### config.mk
export PLATFORM = sky130hd
export DESIGN_NAME = head_length_tail_deframer
export DESIGN_NICKNAME = d
export VERILOG_FILES = /design/src/hw/rtl/hltd_pkg.sv /design/src/hw/rtl/hltd_in_reg.sv /design/src/hw/rtl/hltd_fsm.sv /design/src/hw/rtl/hltd_out_reg.sv /design/src/hw/rtl/head_length_tail_deframer.sv
export VERILOG_INCLUDE_DIRS = /design/src /design/src/hw/rtl
export SDC_FILE = /design/constraint.sdc
export NUM_CORES = 1
export LEC_CHECK = 0
export ABC_CLOCK_PERIOD_IN_PS = 3600
export BUFFER_PORTS_ARGS = -buffer_cell sky130_fd_sc_hd__buf_4
export CELL_PAD_IN_SITES_DETAIL_PLACEMENT = 1
export CELL_PAD_IN_SITES_GLOBAL_PLACEMENT = 1
export CORE_ASPECT_RATIO = 1.2
export CORE_MARGIN = 2
export CORE_UTILIZATION = 39
export DETAILED_ROUTE_END_ITERATION = 10
export PLACE_DENSITY_LB_ADDON = 0.3
export SLEW_MARGIN = 20
export SYNTH_ARGS = -nofsm -noshare
export SYNTH_HDL_FRONTEND = slang
export SYNTH_SLANG_ARGS = --single-unit
### constraint.sdc
create_clock -name clk -period 3.6 [get_ports clk]
set_input_delay 0.36 -clock clk [delete_from_list [all_inputs] [get_ports clk]]
set_output_delay 0.36 -clock clk [all_outputs]
set_load 0.05 [all_outputs]
### src/hw/rtl/assert_macros.svh
// Assertion shorthands, clocked on clk and disabled while arst_n is low.
`ifndef ASSERT_MACROS_SVH
`define ASSERT_MACROS_SVH

// Consequent must hold in the same cycle as the antecedent.
`define ASSERT_SAME(lbl, ant, cons) \
	lbl: assert property (@(posedge clk) disable iff (!arst_n) (ant) |-> (cons)) \
		else $error("same-cycle check failed");

// Consequent must hold in the cycle after the antecedent.
`define ASSERT_NEXT(lbl, ant, cons) \
	lbl: assert property (@(posedge clk) disable iff (!arst_n) (ant) |=> (cons)) \
		else $error("next-cycle check failed");

`endif

### src/hw/rtl/hltd_pkg.sv
`timescale 1ns / 1ps
package hltd_pkg;

	localparam int unsigned BYTE_W = 8;
	localparam int unsigned KIND_W = 2;
	localparam int unsigned PHASE_W = 2;
	localparam int unsigned CFG_IDX_W = 1;

	// Configuration register indexes
	localparam logic [CFG_IDX_W-1:0] REG_HEAD = 1'd0;
	localparam logic [CFG_IDX_W-1:0] REG_TAIL = 1'd1;

	// Result kinds
	localparam logic [KIND_W-1:0] KIND_DATA = 2'd0;
	localparam logic [KIND_W-1:0] KIND_TAIL_OK = 2'd1;
	localparam logic [KIND_W-1:0] KIND_TAIL_BAD = 2'd2;

	// Deframer phases
	localparam logic [PHASE_W-1:0] PH_HUNT = 2'd0;
	localparam logic [PHASE_W-1:0] PH_LEN = 2'd1;
	localparam logic [PHASE_W-1:0] PH_DATA = 2'd2;
	localparam logic [PHASE_W-1:0] PH_TAIL = 2'd3;

	typedef struct packed {
		logic [KIND_W-1:0] kind;
		logic [BYTE_W-1:0] data_byte;
		logic [BYTE_W-1:0] byte_index;
		logic [BYTE_W-1:0] frame_length;
	} res_t;

	// Handshake between the step logic and the result register
	typedef struct packed {
		logic has_res;
		logic load;
	} step_ctrl_t;

endpackage

### src/hw/rtl/hltd_in_reg.sv
`timescale 1ns / 1ps
module hltd_in_reg import hltd_pkg::*; (
	input  logic              clk,
	input  logic              arst_n,
	input  logic              item_valid,
	output logic              item_stall,
	input  logic [BYTE_W-1:0] rx_byte,
	input  logic              advance,
	output logic              valid_s1,
	output logic [BYTE_W-1:0] byte_s1
);

	logic take;

	// Hold the byte while the step stage cannot move
	assign item_stall = valid_s1 & ~advance;
	assign take = item_valid & ~item_stall;

	always_ff @(posedge clk or negedge arst_n) begin
		if (!arst_n) begin
			valid_s1 <= 1'b0;
		end else if (take) begin
			valid_s1 <= 1'b1;
		end else if (advance) begin
			valid_s1 <= 1'b0;
		end
	end

	always_ff @(posedge clk) begin
		if (take) begin
			byte_s1 <= rx_byte;
		end
	end

endmodule

### src/hw/rtl/hltd_fsm.sv
`timescale 1ns / 1ps
module hltd_fsm import hltd_pkg::*; (
	input  logic              clk,
	input  logic              arst_n,
	input  logic              advance,
	input  logic [BYTE_W-1:0] byte_s1,
	input  logic [BYTE_W-1:0] head_q,
	input  logic [BYTE_W-1:0] tail_q,
	output logic              has_res,
	output res_t              res
);

	logic [PHASE_W-1:0] phase_q, phase_d;
	logic [BYTE_W-1:0]  len_q, len_d;
	logic [BYTE_W-1:0]  cnt_q, cnt_d;
	logic [BYTE_W-1:0]  cnt_inc;

	assign cnt_inc = cnt_q + 8'd1;

	// One step of the frame parser per byte
	always_comb begin
		phase_d = phase_q;
		len_d = len_q;
		cnt_d = cnt_q;
		has_res = 1'b0;
		res = '0;
		case (phase_q)
			PH_HUNT: begin
				if (byte_s1 == head_q) phase_d = PH_LEN;
			end
			PH_LEN: begin
				len_d = byte_s1;
				cnt_d = '0;
				phase_d = (byte_s1 == '0) ? PH_TAIL : PH_DATA;
			end
			PH_DATA: begin
				has_res = 1'b1;
				res.kind = KIND_DATA;
				res.data_byte = byte_s1;
				res.byte_index = cnt_q;
				res.frame_length = len_q;
				cnt_d = cnt_inc;
				if (cnt_inc == len_q) phase_d = PH_TAIL;
			end
			PH_TAIL: begin
				has_res = 1'b1;
				res.kind = (byte_s1 == tail_q) ? KIND_TAIL_OK : KIND_TAIL_BAD;
				res.frame_length = len_q;
				phase_d = PH_HUNT;
				len_d = '0;
				cnt_d = '0;
			end
			default: begin
				phase_d = PH_HUNT;
			end
		endcase
	end

	always_ff @(posedge clk or negedge arst_n) begin
		if (!arst_n) begin
			phase_q <= PH_HUNT;
			len_q <= '0;
			cnt_q <= '0;
		end else if (advance) begin
			phase_q <= phase_d;
			len_q <= len_d;
			cnt_q <= cnt_d;
		end
	end

endmodule

### src/hw/rtl/hltd_out_reg.sv
`timescale 1ns / 1ps
module hltd_out_reg import hltd_pkg::*; (
	input  logic       clk,
	input  logic       arst_n,
	input  step_ctrl_t ctrl,
	input  res_t       res,
	output logic       can_take,
	output logic       result_valid,
	input  logic       result_stall,
	output res_t       res_q
);

	// Free when empty or being drained this cycle
	assign can_take = ~result_valid | ~result_stall;

	// A step with no result leaves a waiting beat in place
	always_ff @(posedge clk or negedge arst_n) begin
		if (!arst_n) begin
			result_valid <= 1'b0;
		end else if (ctrl.load && ctrl.has_res) begin
			result_valid <= 1'b1;
		end else if (~result_stall) begin
			result_valid <= 1'b0;
		end
	end

	always_ff @(posedge clk) begin
		if (ctrl.load && ctrl.has_res) begin
			res_q <= res;
		end
	end

endmodule

### src/hw/rtl/head_length_tail_deframer.sv
`timescale 1ns / 1ps
// A byte is held in the input register; its result then goes into the result register.
// Throughput: one byte per cycle while the step can move; one parser state update per byte sets the rate.
// Bytes that give no result (hunting, length byte) pass the step stage even while a result is stalled.
// Reset (arst_n low, asynchronous): parser back to hunting, length and count zero,
// head and tail values zero, input and result stages empty.
`include "assert_macros.svh"
module head_length_tail_deframer import hltd_pkg::*; (
	input  logic                 clk,
	input  logic                 arst_n,
	input  logic                 cfg_write,
	input  logic [CFG_IDX_W-1:0] cfg_index,
	input  logic [BYTE_W-1:0]    cfg_data,
	input  logic                 item_valid,
	output logic                 item_stall,
	input  logic [BYTE_W-1:0]    rx_byte,
	output logic                 result_valid,
	input  logic                 result_stall,
	output logic [KIND_W-1:0]    kind,
	output logic [BYTE_W-1:0]    data_byte,
	output logic [BYTE_W-1:0]    byte_index,
	output logic [BYTE_W-1:0]    frame_length
);

	logic [BYTE_W-1:0] head_q, tail_q;
	logic              valid_s1;
	logic [BYTE_W-1:0] byte_s1;
	logic              advance;
	logic              has_res;
	logic              can_take;
	res_t              res, res_q;
	step_ctrl_t        ctrl;

	// Configuration registers
	always_ff @(posedge clk or negedge arst_n) begin
		if (!arst_n) begin
			head_q <= '0;
			tail_q <= '0;
		end else if (cfg_write) begin
			case (cfg_index)
				REG_HEAD: head_q <= cfg_data;
				REG_TAIL: tail_q <= cfg_data;
				default: ;
			endcase
		end
	end

	// Step moves when it has no result or the result register is free
	assign advance = valid_s1 & (~has_res | can_take);
	assign ctrl = '{has_res: has_res, load: advance};

	hltd_in_reg u_in (
		.clk        (clk),
		.arst_n     (arst_n),
		.item_valid (item_valid),
		.item_stall (item_stall),
		.rx_byte    (rx_byte),
		.advance    (advance),
		.valid_s1   (valid_s1),
		.byte_s1    (byte_s1)
	);

	hltd_fsm u_fsm (
		.clk     (clk),
		.arst_n  (arst_n),
		.advance (advance),
		.byte_s1 (byte_s1),
		.head_q  (head_q),
		.tail_q  (tail_q),
		.has_res (has_res),
		.res     (res)
	);

	hltd_out_reg u_out (
		.clk          (clk),
		.arst_n       (arst_n),
		.ctrl         (ctrl),
		.res          (res),
		.can_take     (can_take),
		.result_valid (result_valid),
		.result_stall (result_stall),
		.res_q        (res_q)
	);

	assign kind = res_q.kind;
	assign data_byte = res_q.data_byte;
	assign byte_index = res_q.byte_index;
	assign frame_length = res_q.frame_length;

	// Checks
	`ASSERT_SAME(a_idx_in_frame, result_valid && kind == KIND_DATA, byte_index < frame_length)
	`ASSERT_SAME(a_end_zeroed, result_valid && kind != KIND_DATA, data_byte == '0 && byte_index == '0)
	`ASSERT_SAME(a_stall_cause, item_stall, result_valid && result_stall)
	`ASSERT_NEXT(a_hunt_no_res, valid_s1 && !has_res && advance && !(result_valid && result_stall), !result_valid)

endmodule
==> impl_summary.txt, run 1 <==
----------------------------------------------------
[Worst setup path]
  Cell with the most instances on the worst path ... o21ai_0
  Chain of cells forming the critical path ... inv_1 > ha_1 > nor2_1 > o21ai_0 > nand2b_1 > o21ai_0
  Startpoint types ... flop
  Arr. time, crit path ... roughly 2800 ps
  Critical path type ... flop to flop
  CP max-delay cell ... o21ai_0
  Number of cell instances on the worst register-to-register path ... 6
  Maximum fanout count along the critical path ... 19
  Kind of end point of the critical path ... flop
  CP Data Required Time ... 3810 ps
  Max stage delay on crit path ... between 600 and 700 ps

[Timing]
  Setup repair after global routing missed its margin ... false
  Transition time of the tightest slew-check pin ... 796.8 ps
  Setup slack of the critical path after layout ... 969.1 ps
  Fmax ... ~0.38 GHz
  WHS ... 180.2 ps
  Relative slew slack ... 0.4632
  Setup TNS Final ... 0 ps
  Final worst path period share ... 0.7308
  Max-slew violations ... 0
  Final worst path period need ... approximately 2600 ps
  Final setup fails ... 0
  Final setup skew ... between 10 and 15 ps
  Final count of hold timing violations ... 0

[Logic synthesis]
  Count of distinct cell types in the synthesized netlist ... 37
  Yosys warnings ... 0
  Post-Syn Instances ... around 260
  Post-synthesis cell area ... 3197 sq um
  Nets in the synthesized netlist ... 282
  Number of synthesized register bits ... 70
  Average cell area after synthesis ... 12.54 sq um
  Sequential-to-total area share from yosys stat ... 0.6012

[Hold path]
  Worst Hold Path Cells ... 1
  Min-delay worst type ... primary input to flop

[Placement]
  Minimum setup slack after placement ... 834.8 ps
  Placed Cells ... 391
  Number of input and output port buffers inserted ... 49
  Post-DP HPWL ... 4906 um
  Final estimated routing congestion in global placement ... 0.7978

[Routing]
  Count of vias placed by the detailed router ... 2054
  DR pass1 iterations ... 4
  DRC Markers ... 0
  Total detailed-routing wirelength ... a little under 7000 um
  Initial detailed-routing violation count ... 90
  DR vias/cell ... 5.034
  Wire length per cell ... 16.47 um
  Antenna violation net count after detailed routing ... 0

[Clock network]
  Number of clock sinks ... 70
  Worst skew pair latency ... 350 ps
  Cell at the root of the clock tree ... clkbuf_8
  H-Tree Level Count ... 3
  Number of post-CTS setup repair buffers ... 0
  CTS tree ... yes
  Post-CTS resize count ... 0
  Clock transition at the registers of the reported paths ... ~90 ps
  TritonCTS buffer count ... 9
  Maximum buffer depth of the clock tree ... 2
  Hold_buf cts ... 1

[Global route]
  Maximum number of pins on one net before global-route repair ... 37
  First-pass GRT wire length ... between 10000 and 15000 um
  Number of global-route vias before repair ... 2187
  Remaining global-route overflow ... 0
  Overall track demand over capacity in global routing ... 0.1672
  Initial antenna violation count ... 0

[Finish]
  Layout cell share with drive strength beyond 1 ... 0.2843
  Leading cell type in the layout, fill and taps excluded ... buf_4
  Area growth syn-to-layout ... 21.13%
  # nets final ... 335
  Fillers ... between 800 and 900
  Cell Count, Final, Fillers Out ... 408
  Antenna Diode Count ... 0
  Top library cells by usage in the layout, fill and taps aside ... buf_4 (50), dfrtp_1 (36), edfxtp_1 (34)

[Die]
  Core region area ... between 8000 and 9000 sq um
  Cell row count ... 36
  Vertical die dimension ... 103.2 um
  Die width ... just under 90 um
  Full die area ... 8941 sq um
  Starting density of the core ... 0.3965
  # IOs ... 50

[Job]
  Max-cap viol count ... 0

[Status]
  Result of the run ... finished clean

[Power]
  Power per cell area ... ~830 nW/um^2
  Max VDD drop ... 262.0 uV
  Leakage ... around 1.6 nW

----------------------------------------------------
critical path, delay by kind of cell, from the launching register on:
| kind | cells | cell delay [ps] |
|---|---|---|
| flip-flops | 1 | 410 |
| buffers and inverters | 1 | 130 |
| AO/OA/AOI/OAI | 2 | 840 |
| AND/OR/NAND/NOR | 2 | 620 |
| adder cells (fa/ha/maj) | 1 | 500 |
stage by stage:
stage,utilization,total power [mW],cell area (sq um)
detailed placement,0.4503,2.497,3631
global route,0.4803,3.411,3872
finish,0.4803,3.206,3872
floorplan,-,2.140,3197
CTS,0.4797,3.232,3867
global placement,0.4503,2.457,3631
cell usage after synthesis:
cell | n | share of area
o41ai_1 | 1 | 0.0027
clkbuf_1 | 5 | 0.0059
nand4_1 | 1 | 0.0020
inv_1 | 4 | 0.0047
o32ai_1 | 1 | 0.0027
dfrtp_1 | 36 | 0.28
and2_2 | 1 | 0.0023
a211oi_1 | 1 | 0.0023
a21oi_1 | 1 | 0.0016
mux2i_1 | 4 | 0.013
nor4_1 | 6 | 0.012
mux2_4 | 1 | 0.0047
nand3_2 | 1 | 0.0031
or2_2 | 1 | 0.0020
ha_1 | 5 | 0.020
nor3_1 | 1 | 0.0016
nand3_1 | 5 | 0.0078
nand2_1 | 28 | 0.033
o21ai_0 | 15 | 0.023
mux2_2 | 16 | 0.056
a2111o_1 | 1 | 0.0035
a21boi_0 | 2 | 0.0047
nor2_2 | 1 | 0.0020
buf_6 | 1 | 0.0035
o41ai_2 | 1 | 0.0051
nor2b_1 | 10 | 0.020
nand2b_1 | 10 | 0.020
clkbuf_2 | 1 | 0.0016
xor2_1 | 20 | 0.055
edfxtp_1 | 34 | 0.32
nor2_1 | 7 | 0.0082
clkbuf_8 | 2 | 0.0086
xnor2_1 | 6 | 0.016
o31ai_1 | 4 | 0.0094
and2_1 | 16 | 0.031
and3_1 | 4 | 0.0078
a221oi_1 | 1 | 0.0027
flip-flops by register name, indices dropped and copies added, names as in the netlist:
register,count
u_out.res_q,26
u_fsm.len_q,8
head_q,8
u_in.valid_s1,1
tail_q,8
u_out.result_valid,1
u_fsm.cnt_q,8
u_fsm.phase_q,2
u_in.byte_s1,8
power by group:
part / internal, mW / leakage [nW] / switching (mW) / total, mW
Sequential: 1.10 / 0.776 / 0.160 / 1.26
Combinational: 0.425 / 0.761 / 0.803 / 1.23
Clock: 0.398 / 0.111 / 0.324 / 0.722
logic make-up after synthesis:
family,count (synthesis),share of synthesized area
buffers and inverters,13,0.02426
AO/OA/AOI/OAI,28,0.05832
XOR/XNOR,26,0.07123
multiplexers,21,0.07358
AND/OR/NAND/NOR,92,0.1519
adder cells (fa/ha/maj),5,0.01957
flip-flops,70,0.6012
layer usage:
layer	track usage	share of wire	vias to the layer above	wire (um)
met5	0	0	-	0
met4	0.07212	0.025	0	170
met3	0.03810	0.032	13	217
met2	0.2840	0.51	46	3415
met1	0.2053	0.43	1001	2917
li1	-	-	994	-
layout make-up:
cell class	count	area [sq um]	area share
clock buffers	9	123.9	0.03199
repair buffers	51	385.4	0.09952
flip-flops and latches	70	1922	0.4963
clock inverters	7	102.6	0.02649
well taps	95	118.9	0.03069
multi-input cells	172	1205	0.3111
inverters	4	15.01	0.003877
worst paths after layout:
kind | startpoint | to | slack [ps]
setup reg to reg | u_fsm.phase_q[0] | u_fsm.len_q[5] | 970
hold reg to reg | tail_q[4] | tail_q[4] | 530
max in group asynchronous | arst_n | head_q[0] | 2740
hold / removal | rx_byte[6] | u_in.byte_s1[6] | 180
setup / recovery | u_fsm.phase_q[0] | u_fsm.len_q[5] | 970
min in group asynchronous | arst_n | u_fsm.len_q[7] | 520
(Power assumes the default switching activity.)
==> run 2, diff against run 1 <==
ABC_CLOCK_PERIOD_IN_PS = 2600   (was 3600)
clock period = 2.6 ns   (was 3.6 ns; I/O delays follow)
==> run 2 against run 1 <==
Against the previous run:
- sequential power grew 37%
- final cell count grew 1.5%
- clock-buffer cell count grew 1
- largest cell class unchanged
- combinational power grew 43%
- sequential cell count is the same
- clock power grew 7.1%
- first-iteration DRC count grew 4.4%
- design area shrank 0.55%
- total power grew 33%
- largest power group is now combinational cells
- routed wire length grew 4.5%
- register-to-register slack lost 610 ps
- critical path type unchanged
- worst hold slack lost 99 ps
==> impl_summary.txt, run 2 (synthesis gave the netlist of run 1 again) <==
----------------------------------------------------
[Worst setup path]
  Worst R2R Setup Slack ... 360 ps (-610 ps)
  Arr. time, crit path ... 2480 ps (-360 ps)
  Number of cell instances on the worst register-to-register path ... 7 (+1)
  CP Data Required Time ... 2840 ps (-970 ps)
  Cell depth of the worst setup path ... 7 (+1)
  CP startpoint ... u_fsm.cnt_q[0]
  Cell with the most instances on the worst path ... nand3_1
  Capture instance of the worst register-to-register path ... u_fsm.phase_q[1]
  Reg2Reg Launch Point ... u_fsm.cnt_q[0]
  Critical path type ... flop to flop
  Sum of buffers and inverters on the critical path ... 0 (-1)
  Kind of end point of the critical path ... flop
  Startpoint types ... flop
  Chain of cells forming the critical path ... ha_1 > and3_1 > nand3_1 > xnor2_1 > nand3_1 > a2111o_1 > mux2_4
  Max stage delay on crit path ... 470 ps (-190 ps)
  CP max-delay cell ... a2111o_1
  Maximum fanout count along the critical path ... 6 (-13)
  Crit path max-delay family ... simple AND/OR/NAND/NOR gates

[Timing]
  Setup repair after global routing missed its margin ... false
  Final worst path period share ... 0.8617 (+0.1309)
  Final count of hold timing violations ... 0 (unchanged)
  Final setup skew ... 19.16 ps (+6.928 ps)
  Max-slew violations ... 0 (unchanged)
  Fmax ... 0.4463 GHz (+17%)
  Transition time of the tightest slew-check pin ... 796.0 ps (-0.8386 ps)
  Setup TNS Final ... 0 ps (unchanged)
  Final setup fails ... 0 (unchanged)
  Relative slew slack ... 0.4683 (+0.005081)
  Final worst path period need ... 2240 ps (-390.5 ps)

[Power]
  Switching part of the total power ... 0.4150 (+0.01359)
  Internal power of the cells ... 2.494 mW (+30%)
  Power per cell area ... 1107 nW/um^2 (+34%)
  Leakage ... 1.653 nW (+0.29%)
  Max VDD drop ... 338.6 uV (+29%)
  Clk pwr share ... 0.181 (-0.044)
  Combinational cell fraction of total power ... 0.413 (+0.030)
  Total design power ... 4.263 mW (+33%)
  Sequential Power Share ... 0.406 (+0.014)
  Reported net switching power ... 1.769 mW (+37%)

[Clock network]
  Cell at the root of the clock tree ... clkbuf_8
  Number of clock sinks ... 70 (unchanged)
  Post-CTS resize count ... 0 (unchanged)
  TritonCTS buffer count ... 9 (unchanged)
  Clock transition at the registers of the reported paths ... 80 ps (about the same)
  CTS tree ... yes
  H-Tree Level Count ... 3 (unchanged)
  Maximum buffer depth of the clock tree ... 2 (unchanged)
  Worst skew pair latency ... 360 ps (about the same)

[Global route]
  Initial antenna violation count ... 0 (unchanged)
  Remaining global-route overflow ... 0 (unchanged)
  Maximum number of pins on one net before global-route repair ... 37 (unchanged)
  Overall track demand over capacity in global routing ... 0.1694 (+0.002233)
  Number of global-route vias before repair ... 2190 (+0.14%)
  First-pass GRT wire length ... 11140 um (-0.37%)

[Routing]
  Wire length per cell ... 16.97 um (+3.0%)
  DR vias/cell ... 5.179 (+2.9%)
  Initial detailed-routing violation count ... 94 (+4.4%)
  Count of vias placed by the detailed router ... 2144 (+4.4%)
  Antenna violation net count after detailed routing ... 0 (unchanged)
  Total detailed-routing wirelength ... 7024 um (+4.5%)
  DRC Markers ... 0 (unchanged)
  DR pass1 iterations ... 4 (unchanged)

[Die]
  Starting density of the core ... 0.3965 (unchanged)
  Die width ... 86.65 um (unchanged)
  Full die area ... 8941 sq um (unchanged)
  Vertical die dimension ... 103.2 um (unchanged)
  Cell row count ... 36 (unchanged)
  # IOs ... 50 (unchanged)
  Core region area ... 8063 sq um (unchanged)

[Finish]
  Top library cells by usage in the layout, fill and taps aside ... buf_4 (56), dfrtp_1 (36), edfxtp_1 (34)
  Area growth syn-to-layout ... 20.47%
  Antenna Diode Count ... 0 (unchanged)
  Most flops, register ... u_out.res_q
  Number of flip-flops under the largest register name ... 26 (unchanged)
  Multi-input gate area ... 1200 sq um (-0.42%)
  Fillers ... 868 (+3.8%)
  # nets final ... 341 (+1.8%)
  Leading cell type in the layout, fill and taps excluded ... buf_4
  Combined flip-flop and latch cell area ... 1922 sq um (unchanged)
  Layout cell share with drive strength beyond 1 ... 0.2947 (+0.01033)
  Utilization after layout ... 0.4777 (-0.002638)

[Status]
  Result of the run ... finished clean

[Job]
  Max-cap viol count ... 0 (unchanged)

[Hold path]
  Min-delay worst type ... primary input to flop
  Min-Delay Startpoint ... rx_byte[0]
  Worst Hold Path Cells ... 1 (unchanged)
  Worst-case hold path end point ... u_in.byte_s1[0]

[Placement]
  Post-DP HPWL ... 5281 um (+7.7%)
  Number of input and output port buffers inserted ... 49 (unchanged)
  Final estimated routing congestion in global placement ... 0.7986 (+0.10%)

----------------------------------------------------
-- run 2: power groups by stage --
| stage | sequential (mW) | clock (mW) | combinational, mW |
|---|---|---|---|
| 2_1_floorplan | 2.16 | 0 | 0.801 |
| 3_3_place_gp | 1.75 | 0 | 1.74 |
| 3_5_place_dp | 1.76 | 0 | 1.79 |
| 4_1_cts | 1.74 | 0.787 | 1.79 |
| 5_1_grt | 1.77 | 0.824 | 1.92 |
| 6_report | 1.73 | 0.773 | 1.76 |
-- run 2: stage by stage --
stage	hold WS, ps	instances	area (sq um)	worst slack (ps)
floorplan	-35.59	255	3199	315.3
global route	74.84	414	3851	210.4
detailed placement	257.7	397	3676	355.4
finish	81.01	414	3851	359.6
global placement	262.6	397	3676	441.3
CTS	67.31	414	3851	344.4
-- run 2: what timing repair did --
item                                    in CTS  in global routing
endpoints found under the setup margin       0                  0
setup buffers                                0                  0
hold buffers                                 1                  0
endpoints found under the hold margin       36                  0
-- run 2: cell type report --
type | count | area share
clock buffer | 10 | 0.03314
multi-input combinational | 172 | 0.3116
sequential | 70 | 0.4990
tap | 95 | 0.03086
clock inverter | 6 | 0.009747
inverter | 4 | 0.003899
timing repair buffer | 57 | 0.1118
-- run 2: per-layer routing --
metal	wire length [um]	vias up	share of wire	global-route usage
met3	244	10	0.035	0.02778
met5	0	-	0	0
met4	148	0	0.021	0.08654
li1	-	1006	-	-
met2	3727	50	0.53	0.3024
met1	2904	1078	0.41	0.1966
-- run 2: worst max-delay path by stage --
stage | to | slack [ps]
3_3_place_gp | u_fsm.phase_q[1] | 440
5_1_grt | u_fsm.len_q[2] | 210
6_report | u_fsm.phase_q[1] | 360
2_1_floorplan | u_out.res_q[0] | 320
3_5_place_dp | u_fsm.phase_q[1] | 360
4_1_cts | u_fsm.phase_q[1] | 340
